## src/hw/rtl/ipfl_pkg.sv

```systemverilog
`timescale 1ns / 1ps
// Shared types, codes and sizes for the index pool free list.
// Depends on nothing; every other file of the block but ipfl_ram imports it.
package ipfl_pkg;

	localparam int MAX_BUFFERS = 256;
	localparam int IDX_W       = $clog2(MAX_BUFFERS);
	localparam int CNT_W       = $clog2(MAX_BUFFERS + 1);

	localparam int OP_W   = 2;
	localparam int STAT_W = 3;

	localparam logic [OP_W-1:0] OP_RESERVE = 2'd0;
	localparam logic [OP_W-1:0] OP_ACQUIRE = 2'd1;
	localparam logic [OP_W-1:0] OP_RELEASE = 2'd2;

	localparam logic [STAT_W-1:0] ST_RESERVED  = 3'd0;
	localparam logic [STAT_W-1:0] ST_UNCHANGED = 3'd1;
	localparam logic [STAT_W-1:0] ST_INVALID   = 3'd2;
	localparam logic [STAT_W-1:0] ST_BUSY      = 3'd3;
	localparam logic [STAT_W-1:0] ST_ACQUIRED  = 3'd4;
	localparam logic [STAT_W-1:0] ST_EMPTY     = 3'd5;
	localparam logic [STAT_W-1:0] ST_RELEASED  = 3'd6;
	localparam logic [STAT_W-1:0] ST_REJECTED  = 3'd7;

	typedef enum logic {
		ALU_ADD,
		ALU_SUB
	} alu_fn_t;

	typedef struct packed {
		alu_fn_t          fn;
		logic [CNT_W-1:0] a;
		logic [CNT_W-1:0] b;
	} alu_req_t;

	typedef struct packed {
		logic [CNT_W-1:0] value;
		logic             borrow;
	} alu_rsp_t;

	typedef struct packed {
		logic [STAT_W-1:0] status;
		logic [IDX_W-1:0]  granted;
	} res_t;

endpackage

```

## src/hw/rtl/ipfl_ram.sv

```systemverilog
`timescale 1ns / 1ps
// Generic single write port, single read port RAM with registered read data.
// Depends on nothing.
module ipfl_ram #(
	parameter int WIDTH = 8,
	parameter int DEPTH = 256
) (
	input  logic                     clk,
	input  logic                     we,
	input  logic [$clog2(DEPTH)-1:0] waddr,
	input  logic [WIDTH-1:0]         wdata,
	input  logic                     re,
	input  logic [$clog2(DEPTH)-1:0] raddr,
	output logic [WIDTH-1:0]         rdata
);

	logic [WIDTH-1:0] mem_q [DEPTH];

	always_ff @(posedge clk) begin
		if (we) begin
			mem_q[waddr] <= wdata;
		end
		if (re) begin
			rdata <= mem_q[raddr];
		end
	end

endmodule

```

## src/hw/rtl/ipfl_alu.sv

```systemverilog
`timescale 1ns / 1ps
// Shared add / subtract unit; a subtraction also reports a borrow, which the
// sequencer uses for every compare. Depends on ipfl_pkg.
module ipfl_alu
	import ipfl_pkg::*;
(
	input  alu_req_t req,
	output alu_rsp_t rsp
);

	logic             sub;
	logic [CNT_W:0]   b_eff;
	logic [CNT_W:0]   sum;

	always_comb begin
		sub   = (req.fn == ALU_SUB);
		b_eff = {1'b0, req.b} ^ {(CNT_W + 1){sub}};
		sum   = {1'b0, req.a} + b_eff + {{CNT_W{1'b0}}, sub};
		rsp.value  = sum[CNT_W-1:0];
		// The extra top bit of a subtraction is the sign of a - b, so it is set
		// exactly when a < b.
		rsp.borrow = sub & sum[CNT_W];
	end

endmodule

```

## src/hw/rtl/ipfl_ctrl.sv

```systemverilog
`timescale 1ns / 1ps
// Sequencer of the free list: holds the pool counters, drives the shared ALU,
// the stack RAM and the free bitmap RAM. Depends on ipfl_pkg, ipfl_alu, ipfl_ram.
module ipfl_ctrl
	import ipfl_pkg::*;
(
	input  logic              clk,
	input  logic              arst_n,
	input  logic              in_valid,
	output logic              in_ready,
	input  logic [OP_W-1:0]   op,
	input  logic [CNT_W-1:0]  count,
	input  logic [IDX_W-1:0]  index,
	output logic              res_valid,
	input  logic              res_ready,
	output res_t              res
);

	typedef enum logic [3:0] {
		S_IDLE,
		S_RSV_ZERO,
		S_RSV_MAX,
		S_RSV_POOL,
		S_RSV_BUSY,
		S_GROW_CHK,
		S_GROW_INC,
		S_ACQ_CHK,
		S_ACQ_RD,
		S_REL_CHK,
		S_REL_OUT,
		S_REL_PUSH,
		S_DONE
	} state_t;

	localparam logic [CNT_W-1:0] ONE     = CNT_W'(1);
	localparam logic [CNT_W-1:0] MAX_CNT = CNT_W'(MAX_BUFFERS);

	state_t               state_q;
	logic [CNT_W-1:0]     count_q;
	logic [IDX_W-1:0]     index_q;
	logic [CNT_W-1:0]     pool_q;
	logic [CNT_W-1:0]     depth_q;
	logic [CNT_W-1:0]     out_q;
	logic [CNT_W-1:0]     ptr_q;
	logic [STAT_W-1:0]    status_q;
	logic [IDX_W-1:0]     gnt_q;

	alu_req_t             alu_req;
	alu_rsp_t             alu_rsp;

	logic                 ram_we;
	logic [IDX_W-1:0]     ram_waddr;
	logic [IDX_W-1:0]     ram_wdata;
	logic                 ram_re;
	logic [IDX_W-1:0]     ram_raddr;
	logic [IDX_W-1:0]     ram_rdata;

	logic                 bmp_we;
	logic [IDX_W-1:0]     bmp_waddr;
	logic                 bmp_wdata;
	logic                 bmp_re;
	logic [IDX_W-1:0]     bmp_raddr;
	logic                 bmp_rdata;

	ipfl_alu u_alu (
		.req (alu_req),
		.rsp (alu_rsp)
	);

	ipfl_ram #(
		.WIDTH (IDX_W),
		.DEPTH (MAX_BUFFERS)
	) u_stack (
		.clk   (clk),
		.we    (ram_we),
		.waddr (ram_waddr),
		.wdata (ram_wdata),
		.re    (ram_re),
		.raddr (ram_raddr),
		.rdata (ram_rdata)
	);

	// One bit per index, set while the index sits on the stack. An entry is
	// written when its index joins the pool and is only looked at for indices
	// inside the pool, so it needs no clearing.
	ipfl_ram #(
		.WIDTH (1),
		.DEPTH (MAX_BUFFERS)
	) u_free_map (
		.clk   (clk),
		.we    (bmp_we),
		.waddr (bmp_waddr),
		.wdata (bmp_wdata),
		.re    (bmp_re),
		.raddr (bmp_raddr),
		.rdata (bmp_rdata)
	);

	assign in_ready   = (state_q == S_IDLE);
	assign res_valid  = (state_q == S_DONE);
	assign res.status = status_q;
	assign res.granted = gnt_q;

	// ALU operands and RAM port controls for the current step.
	always_comb begin
		alu_req.fn = ALU_ADD;
		alu_req.a  = '0;
		alu_req.b  = '0;
		ram_we     = 1'b0;
		ram_waddr  = depth_q[IDX_W-1:0];
		ram_wdata  = index_q;
		ram_re     = 1'b0;
		ram_raddr  = alu_rsp.value[IDX_W-1:0];
		// The free bit of the offered index is read while idle, ready for the
		// release check in the next cycle.
		bmp_we     = 1'b0;
		bmp_waddr  = index_q;
		bmp_wdata  = 1'b0;
		bmp_re     = (state_q == S_IDLE);
		bmp_raddr  = index;
		case (state_q)
			S_RSV_ZERO: begin
				alu_req = '{fn: ALU_SUB, a: count_q, b: ONE};
			end
			S_RSV_MAX: begin
				alu_req = '{fn: ALU_SUB, a: MAX_CNT, b: count_q};
			end
			S_RSV_POOL: begin
				alu_req = '{fn: ALU_SUB, a: pool_q, b: count_q};
			end
			S_RSV_BUSY: begin
				alu_req = '{fn: ALU_SUB, a: out_q, b: ONE};
			end
			S_GROW_CHK: begin
				alu_req   = '{fn: ALU_SUB, a: ptr_q, b: count_q};
				ram_we    = alu_rsp.borrow;
				ram_waddr = ptr_q[IDX_W-1:0];
				ram_wdata = ptr_q[IDX_W-1:0];
				bmp_we    = alu_rsp.borrow;
				bmp_waddr = ptr_q[IDX_W-1:0];
				bmp_wdata = 1'b1;
			end
			S_GROW_INC: begin
				alu_req = '{fn: ALU_ADD, a: ptr_q, b: ONE};
			end
			S_ACQ_CHK: begin
				alu_req = '{fn: ALU_SUB, a: depth_q, b: ONE};
				ram_re  = ~alu_rsp.borrow;
			end
			S_ACQ_RD: begin
				alu_req   = '{fn: ALU_ADD, a: out_q, b: ONE};
				bmp_we    = 1'b1;
				bmp_waddr = ram_rdata;
				bmp_wdata = 1'b0;
			end
			S_REL_CHK: begin
				alu_req = '{fn: ALU_SUB, a: CNT_W'(index_q), b: pool_q};
			end
			S_REL_OUT: begin
				alu_req = '{fn: ALU_SUB, a: out_q, b: ONE};
			end
			S_REL_PUSH: begin
				alu_req   = '{fn: ALU_ADD, a: depth_q, b: ONE};
				ram_we    = 1'b1;
				bmp_we    = 1'b1;
				bmp_wdata = 1'b1;
			end
			default: begin
			end
		endcase
	end

	always_ff @(posedge clk or negedge arst_n) begin
		if (!arst_n) begin
			state_q   <= S_IDLE;
			pool_q    <= '0;
			depth_q   <= '0;
			out_q     <= '0;
			status_q  <= ST_REJECTED;
			gnt_q     <= '0;
			count_q   <= '0;
			index_q   <= '0;
			ptr_q     <= '0;
		end else begin
			case (state_q)
				S_IDLE: begin
					if (in_valid) begin
						count_q <= count;
						index_q <= index;
						gnt_q   <= '0;
						case (op)
							OP_RESERVE: state_q <= S_RSV_ZERO;
							OP_ACQUIRE: state_q <= S_ACQ_CHK;
							OP_RELEASE: state_q <= S_REL_CHK;
							default: begin
								status_q <= ST_REJECTED;
								state_q  <= S_DONE;
							end
						endcase
					end
				end
				S_RSV_ZERO: begin
					if (alu_rsp.borrow) begin
						status_q <= ST_INVALID;
						state_q  <= S_DONE;
					end else begin
						state_q <= S_RSV_MAX;
					end
				end
				S_RSV_MAX: begin
					if (alu_rsp.borrow) begin
						status_q <= ST_INVALID;
						state_q  <= S_DONE;
					end else begin
						state_q <= S_RSV_POOL;
					end
				end
				S_RSV_POOL: begin
					if (!alu_rsp.borrow) begin
						status_q <= ST_UNCHANGED;
						state_q  <= S_DONE;
					end else begin
						state_q <= S_RSV_BUSY;
					end
				end
				S_RSV_BUSY: begin
					if (!alu_rsp.borrow) begin
						status_q <= ST_BUSY;
						state_q  <= S_DONE;
					end else begin
						ptr_q   <= pool_q;
						state_q <= S_GROW_CHK;
					end
				end
				S_GROW_CHK: begin
					if (alu_rsp.borrow) begin
						state_q <= S_GROW_INC;
					end else begin
						// Nothing was out, so the stack held the whole pool.
						pool_q   <= count_q;
						depth_q  <= count_q;
						status_q <= ST_RESERVED;
						state_q  <= S_DONE;
					end
				end
				S_GROW_INC: begin
					ptr_q   <= alu_rsp.value;
					state_q <= S_GROW_CHK;
				end
				S_ACQ_CHK: begin
					if (alu_rsp.borrow) begin
						status_q <= ST_EMPTY;
						state_q  <= S_DONE;
					end else begin
						depth_q <= alu_rsp.value;
						state_q <= S_ACQ_RD;
					end
				end
				S_ACQ_RD: begin
					out_q    <= alu_rsp.value;
					gnt_q    <= ram_rdata;
					status_q <= ST_ACQUIRED;
					state_q  <= S_DONE;
				end
				S_REL_CHK: begin
					// The free bit only counts for an index inside the pool.
					if (!alu_rsp.borrow || bmp_rdata) begin
						status_q <= ST_REJECTED;
						state_q  <= S_DONE;
					end else begin
						state_q <= S_REL_OUT;
					end
				end
				S_REL_OUT: begin
					if (alu_rsp.borrow) begin
						status_q <= ST_REJECTED;
						state_q  <= S_DONE;
					end else begin
						out_q   <= alu_rsp.value;
						state_q <= S_REL_PUSH;
					end
				end
				S_REL_PUSH: begin
					depth_q  <= alu_rsp.value;
					status_q <= ST_RELEASED;
					state_q  <= S_DONE;
				end
				S_DONE: begin
					if (res_ready) begin
						state_q <= S_IDLE;
					end
				end
				default: begin
					state_q <= S_IDLE;
				end
			endcase
		end
	end

endmodule

```

## src/hw/rtl/index_pool_free_list.sv

```systemverilog
`timescale 1ns / 1ps
// Top level of the index pool free list: the sequencer and the output register.
// Depends on ipfl_pkg and ipfl_ctrl (which holds ipfl_alu and ipfl_ram).
//
//  Channel  | Handshake            | Payload
//  ---------+----------------------+------------------------------------
//  input    | in_valid / in_ready  | op[1:0], count[8:0], index[7:0]
//  output   | out_valid / out_ready| status[2:0], granted_index[7:0]
//
// An item is taken and then worked through by a small sequencer around one
// shared add / subtract unit, one compare or update per cycle. A reserve that
// grows the pool works through the new indices one at a time, with a check and
// write step and an increment step for each. The sequencer is ready for the
// next item in the cycle after a result enters the output register.
// Reset clears the sequencer registers and out_valid, not the output payload.
// The stack RAM and the free bitmap RAM are not cleared: a free bit is written
// when its index joins the pool and is only read for indices inside it, and
// only stack entries that were pushed are popped. One item is in work at a
// time. The finished result sits in an output register, so the next item is
// accepted while an earlier result still waits on out_ready.
module index_pool_free_list
	import ipfl_pkg::*;
(
	input  logic              clk,
	input  logic              arst_n,
	input  logic              in_valid,
	output logic              in_ready,
	input  logic [OP_W-1:0]   op,
	input  logic [CNT_W-1:0]  count,
	input  logic [IDX_W-1:0]  index,
	output logic              out_valid,
	input  logic              out_ready,
	output logic [STAT_W-1:0] status,
	output logic [IDX_W-1:0]  granted_index
);

	logic res_valid;
	logic res_ready;
	res_t res;

	logic out_valid_q;
	res_t out_q;

	ipfl_ctrl u_ctrl (
		.clk       (clk),
		.arst_n    (arst_n),
		.in_valid  (in_valid),
		.in_ready  (in_ready),
		.op        (op),
		.count     (count),
		.index     (index),
		.res_valid (res_valid),
		.res_ready (res_ready),
		.res       (res)
	);

	// The output register takes a new result whenever it is empty or its current
	// item is being taken in the same cycle.
	assign res_ready = !out_valid_q || out_ready;

	always_ff @(posedge clk or negedge arst_n) begin
		if (!arst_n) begin
			out_valid_q <= 1'b0;
		end else if (res_ready) begin
			out_valid_q <= res_valid;
		end
	end

	// Payload only; it needs no reset.
	always_ff @(posedge clk) begin
		if (res_ready && res_valid) begin
			out_q <= res;
		end
	end

	assign out_valid     = out_valid_q;
	assign status        = out_q.status;
	assign granted_index = out_q.granted;

endmodule

```

## config.mk

```make
export PLATFORM = sky130hd
export DESIGN_NAME = index_pool_free_list
export DESIGN_NICKNAME = d
export VERILOG_FILES = /design/src/hw/rtl/ipfl_pkg.sv /design/src/hw/rtl/ipfl_ram.sv /design/src/hw/rtl/ipfl_alu.sv /design/src/hw/rtl/ipfl_ctrl.sv /design/src/hw/rtl/index_pool_free_list.sv
export SDC_FILE = /design/constraint.sdc
export NUM_CORES = 2
export LEC_CHECK = 0
export BUFFER_PORTS_ARGS = -buffer_cell sky130_fd_sc_hd__buf_2
export CELL_PAD_IN_SITES_DETAIL_PLACEMENT = 1
export CELL_PAD_IN_SITES_GLOBAL_PLACEMENT = 1
export CORE_MARGIN = 2
export CORE_UTILIZATION = 42
export CTS_CLUSTER_DIAMETER = 40
export DETAILED_ROUTE_END_ITERATION = 12
export PLACE_DENSITY_LB_ADDON = 0.25
export SLEW_MARGIN = 20
export SYNTH_ARGS = -nofsm -noshare
export SYNTH_HDL_FRONTEND = slang
export SYNTH_SLANG_ARGS = --single-unit
```

## constraint.sdc

```tcl
create_clock -name clk -period 42.3 [get_ports clk]
set_clock_uncertainty 0.2 [all_clocks]
set_input_delay 8.46 -clock clk [delete_from_list [all_inputs] [get_ports clk]]
set_output_delay 8.46 -clock clk [all_outputs]
set_load 0.03 [all_outputs]
```

# ---- Word-level counts from Yosys, hierarchy flattened
# Memory sizes are Yosys's and may differ from the RTL's. A register that Yosys moved wholly into a read port is not among the register bits.
# Cells that the tools add are included.
dict set report classes {
  mux 42
  eq_ne 27
  add_sub_neg 2
  n_reduce_logical 25
  bitwise_logic 3
}
# op n
set ops {}
lappend ops {{$pmux 19 s10} 1}
lappend ops {{$pmux 4 s12} 1}
lappend ops {{$mux 3} 12}
lappend ops {{$pmux 9 s2} 2}
lappend ops {{$pmux 8 s2} 2}
lappend ops {{$pmux 3 s10} 1}
lappend ops {{$mux 4} 7}
lappend ops {{$mux 9} 3}
lappend ops {{$pmux 9 s3} 1}
lappend ops {{$mux 8} 3}
lappend ops {{$eq 4x4->1 const B} 5}
lappend ops {{$eq 4x3->1 const B} 4}
lappend ops {{$ne 2x2->1 const B} 7}
lappend ops {{$ne 2x1->1 const B} 6}
lappend ops {{$pmux 4 s3} 1}
lappend ops {{$reduce_and 2->1} 6}
lappend ops {{$add 10x1->10} 1}
lappend ops {{$add 9x10->10} 1}
lappend ops {{$reduce_and 10->1} 1}
lappend ops {{$reduce_bool 10->1} 1}
lappend ops {{$xor 9x10->10} 1}
lappend ops {{$eq 4x2->1 const B} 2}
lappend ops {{$reduce_or 2->1} 4}
lappend ops {{$mux 1} 6}
lappend ops {{other kinds (15)} 20}
dict set report word_totals {
  ff_bits 80
  memories 2
  mem_bits_rw 2304
  wordCells 113
  input_bits 23
  out_inout_bits 13
}
# memory words width read_ports rd_clocked_by_memory_dff write_ports line_no
set mem_list {}
lappend mem_list {u_ctrl.u_stack.mem_q 256 8 1 1 1 ipfl_ram.sv:17} ;# logic [WIDTH-1:0] mem_q [DEPTH];
lappend mem_list {u_ctrl.u_free_map.mem_q 256 1 1 1 1 ipfl_ram.sv:17}

# ---- Longest topological paths before layout
dict set report depth {
  depth_word 11
  mapped_depth 24
  depth_no_buf 17
}

# ---- Cells and area by module
# A second synthesis with hierarchy kept.
dict set report unflattened {
  cells_unflattened 4995
  hier_area_um2 95444.0
}
# mod seq_area_each_um2 n_inst area_per_inst_um2 cells_each
set by_module_without_submodules {}
lappend by_module_without_submodules {{ipfl_ram at u_ctrl.u_stack} 61739.2 1 79636.4 3733}
lappend by_module_without_submodules {{ipfl_ram at u_ctrl.u_free_map} 7717.4 1 11138.2 788}
lappend by_module_without_submodules {ipfl_ctrl 1705.4 1 3804.9 401}
lappend by_module_without_submodules {ipfl_alu 0.0 1 480.5 58}
lappend by_module_without_submodules {index_pool_free_list 355.3 1 384.1 15}

# ---- Worst setup path before layout
# Ideal clock, no wire load.
dict set report synth_path {
  kind {reg-to-reg}
  startpoint {reg u_ctrl.state_q[3]}
  endpoint {mem u_ctrl.u_stack.mem_q[0][1], data pin}
  setup_time_ns 2.189
  setup_slack_ns 28.673
  stages_incl_launch_ff 7
  required_ns 39.911
  t_arrival_ns 11.238
  synth_period_minus_slack_ns 13.627
  n_path_buf 3
  cell_sequence {dfrtp_1 -> buf_2 -> buf_2 -> nor2_1 -> nand2_1 -> clkbuf_1 -> o21ai_0}
}
dict set report synth_between {
  elab_chain_len 2
}
# element line_no
set synth_rtl {}
lappend synth_rtl {{start, declared} ipfl_ctrl.sv:38} ;# state_t state_q;
lappend synth_rtl {{start signal, assigned} ipfl_ctrl.sv:175} ;# state_q <= S_IDLE;
lappend synth_rtl {{start signal, assigned} ipfl_ctrl.sv:192} ;# OP_RESERVE: state_q <= S_RSV_ZERO;
lappend synth_rtl {{start signal, assigned} ipfl_ctrl.sv:193} ;# OP_ACQUIRE: state_q <= S_ACQ_CHK;
lappend synth_rtl {{$eq 4x3->1} ipfl_ctrl.sv:121} ;# case (state_q)
lappend synth_rtl {{$mux 8} ipfl_ctrl.sv:121}
lappend synth_rtl {{named net u_ctrl.ram_wdata[1]} ipfl_ctrl.sv:53} ;# logic [IDX_W-1:0] ram_wdata;
lappend synth_rtl {{end, declared} ipfl_ram.sv:17}
# The timed path passes the listed nets, and every way through them passes these cells.

==> results.toml <==
[cts]
clk_path_buf_depth = 4
cts-hold-fix-buffers = 0
worst_skew_pair.late_latency_ps = 980
post_cts_buffers = 0
cts_repair_resize_count = 0
cts_inserted_buffers = 379
tritoncts = "yes"
clk_sinks = 2393
cts.htree.levels = 5
cts.reportedPaths.clkPinSlew_ps = 50
master_cell_of_the_clock_root_buffer = "sky130_fd_sc_hd__clkbuf_16"

[placement]
gp_routability_congestion = 0.830
detailed_place_hpwl_mm = 172
placement.io_buffers = 35

[sta]
drv_slew = 0
timing_worst_slew_pin_value_ps = 1200
slew_headroom_pct = 19.5
layout_worst_path_cycle_share_pct = 26.5
setup_viol = 0
final_hold_viol_count = 0
maxClockFrequency_mhz = 89.3
timing.setup.tns_ps = 0
rsz_0062_raised_after_global_routing = "no"
period_needed_ps = 11200

[route]
drt_wl_total_mm = 297
avgRoutedWirePerCell_um = 30.2
routed-via-count = 59700
drt_pre_antenna_iters = 5
first_iter_violations = 6286
avgViaCountPerCell = 6.06
ant_nets = 0
remaining_drc_errors = 0

[logic_synthesis]
synth_top_family_by_area = "multiplexers"
synthAdderAreaFrac_pct = 0.120
synthMostInstantiatedCell = "sky130_fd_sc_hd__edfxtp_1"
netlist_area_mm2 = 0.100
synth.mux.area_fraction_pct = 11.8
synthFlopType = "sky130_fd_sc_hd__edfxtp_1"
yosysWarnings = 0
synth-compound-area-share_pct = 5.92
synth_xor_area_share_pct = 0.121
synth-edff-count = 2324
synth_area_leader_cell = "sky130_fd_sc_hd__edfxtp_1"
synthArstFlopShare_pct = 2.88
synth.lib_cells_used.distinct = 78
post_synth_simple_gate_area_pct = 8.51
synth.ff_latch_count = 2393
post-synth-top-area-fraction_pct = 69.8
synth_sequential_area_ratio_pct = 71.5
avgSynthCellArea_um2 = 15.9
synthTopCellsByArea = "sky130_fd_sc_hd__edfxtp_1 70%, sky130_fd_sc_hd__mux4_2 8.6%, sky130_fd_sc_hd__mux2i_1 2.6%"
syn_inst = 6299
synthTopCellsByCount = "2324 x sky130_fd_sc_hd__edfxtp_1, 702 x sky130_fd_sc_hd__nor2_1, 483 x sky130_fd_sc_hd__nand2_1"
syn-num-nets = 6331

[worst_setup_path]
critPathMaxFanout = 33
critical_path.reg2reg.startpoint = "u_ctrl.state_q[3]"
required_ps = 42820
crit-reg2reg-capture = "u_ctrl.u_stack.rdata[5]"
r2r_cells = 17
critical_path_class = "primary input to register"
start_kind = "primary input"
worstSetupEndpointType = "register"
setup.worst_path.end = "u_ctrl.u_free_map.rdata"
worst-endpoint-arrival_ps = 11720
flop2flop_setup_slack_ps = 32380
crit_start = "index[0]"

[layout]
final_net_count = 6422
num-fill-cells = 22300
syn_to_final_growth_pct = 16.3
final_layout_size_suffix_gt1_share_pct = 19.2

[die]
top_level_ports = 36
dieArea_mm2 = 0.242
horizontal_die_dimension_um = 492
placementRows = 179
start_util_pct = 42.1
die_height_um = 492
floorplan.core_area_mm2 = 0.237

[global_route]
grt_overflow_total = 0
grt_pass1_wl_mm = 433
grt_util_all_layers_pct = 24.2
grt_antenna_before_repair = 11
maximum_number_of_pins_on_one_net_before_global_route_repair = 213
grt_pass1_vias = 61800

[worst_hold_path]
hp-start = "u_ctrl.gnt_q[7]"
timing.hold.worst.class = "register to register"

[run_status]
run_status = "complete, no violations"

[flow_run]
cap_viol_max_count = 0
## metal layers
metal / global-route usage, % / wire [um]
met4: 8.61 / 10200
met1: 33.6 / 124000
met5: 0 / 75
met2: 38.5 / 142000
met3: 3.99 / 20400
## cell usage in the layout (no fill, tap or decap), types with 16 or more instances in the layout
master / netlist / layout
sky130_fd_sc_hd__and2_0: 39 / 39
sky130_fd_sc_hd__buf_4: 30 / 125
sky130_fd_sc_hd__inv_6: 0 / 36
sky130_fd_sc_hd__edfxtp_1: 2324 / 2324
sky130_fd_sc_hd__and2_1: 31 / 31
sky130_fd_sc_hd__mux4_2: 383 / 383
sky130_fd_sc_hd__and3_1: 52 / 52
sky130_fd_sc_hd__nand3_1: 115 / 111
sky130_fd_sc_hd__clkinv_2: 0 / 50
sky130_fd_sc_hd__nor4_1: 31 / 30
sky130_fd_sc_hd__nor3_1: 125 / 124
sky130_fd_sc_hd__buf_2: 69 / 34
sky130_fd_sc_hd__nor3b_1: 144 / 144
sky130_fd_sc_hd__o21ai_0: 199 / 197
sky130_fd_sc_hd__o22ai_1: 121 / 121
sky130_fd_sc_hd__a221o_1: 16 / 16
sky130_fd_sc_hd__clkinv_1: 0 / 41
sky130_fd_sc_hd__a31oi_1: 66 / 65
sky130_fd_sc_hd__clkinvlp_4: 0 / 39
sky130_fd_sc_hd__a211oi_1: 67 / 67
sky130_fd_sc_hd__nor2_1: 702 / 697
sky130_fd_sc_hd__nand2_2: 0 / 16
sky130_fd_sc_hd__clkinv_4: 0 / 32
sky130_fd_sc_hd__nand2_1: 483 / 459
sky130_fd_sc_hd__a21oi_1: 139 / 136
sky130_fd_sc_hd__dfrtp_1: 66 / 66
sky130_fd_sc_hd__clkbuf_16: 0 / 383
sky130_fd_sc_hd__mux2i_1: 264 / 264
sky130_fd_sc_hd__clkbuf_1: 315 / 36
sky130_fd_sc_hd__nor2b_1: 33 / 33
sky130_fd_sc_hd__mux2_2: 48 / 48
sky130_fd_sc_hd__nand3b_1: 31 / 31
sky130_fd_sc_hd__bufinv_16: 0 / 52
sky130_fd_sc_hd__a311oi_1: 113 / 112
## kinds of logic after synthesis
family                     count (synthesis)
AOI/OAI and AO/OA                        882
xor gates and xnor gates                  13
adders and majority gates                  9
buffers and inverters                    468
DFF                                     2393
muxes                                    695
and+or+nand+nor                         1839
## sequential cells by signal, indices dropped and copies added, names as in the netlist, 3 cells and up
| signal | cells |
|---|---|
| u_ctrl.u_stack.mem_q | 2048 |
| u_ctrl.u_free_map.mem_q | 256 |
| u_ctrl.count_q | 9 |
| u_ctrl.depth_q | 9 |
| u_ctrl.out_q | 9 |
| u_ctrl.pool_q | 9 |
| u_ctrl.ptr_q | 9 |
| granted_index | 8 |
| u_ctrl.gnt_q | 8 |
| u_ctrl.index_q | 8 |
| u_ctrl.u_stack.rdata | 8 |
| u_ctrl.state_q | 4 |
| status | 3 |
| u_ctrl.status_q | 3 |
## cell type report
| class | instances | area, um2 | share of cell area, % |
|---|---|---|---|
| multi-input cells | 3438 | 26900 | 23.1 |
| clock inverters | 259 | 2970 | 2.56 |
| flip-flops and latches | 2393 | 71500 | 61.5 |
| repair buffers | 168 | 1280 | 1.10 |
| well taps | 3167 | 3960 | 3.41 |
| clock buffers | 420 | 9730 | 8.36 |
| inverters | 10 | 37.5 | 0.0323 |
| diodes | 3 | 7.51 | 0.00645 |
## worst min path at each step
stage	cells after the start	end	slack [ps]
after global placement	0	granted_index[7]	240
after floorplan	0	granted_index[7]	220
after CTS	0	granted_index[2]	260
final	0	granted_index[7]	260
after global routing	0	granted_index[7]	270
after detailed placement	0	granted_index[5]	250
## worst max-delay path, cell delays in order
cell and delay (ps):
sky130_fd_sc_hd__buf_4 480, sky130_fd_sc_hd__buf_4 630, sky130_fd_sc_hd__mux4_2 610, sky130_fd_sc_hd__mux4_2 510, sky130_fd_sc_hd__mux4_2 510, sky130_fd_sc_hd__mux4_2 470
## per-stage QoR
step	hold WS (ps)	instance area, um2	util (%)	std cells	worst slack [ps]
6_report	255	116000	49.0	9858	31100
3_3_place_gp	242	104000	43.6	9173	30080
3_5_place_dp	251	104000	43.6	9174	29990
5_1_grt	267	116000	49.0	9856	30880
2_1_floorplan	225	100000	-	6299	28670
4_1_cts	262	116000	49.0	9853	31060
Power is left out: the tool's default activity adds up to more than one toggle a clock period on the data nets, which glitch-free logic cannot reach.
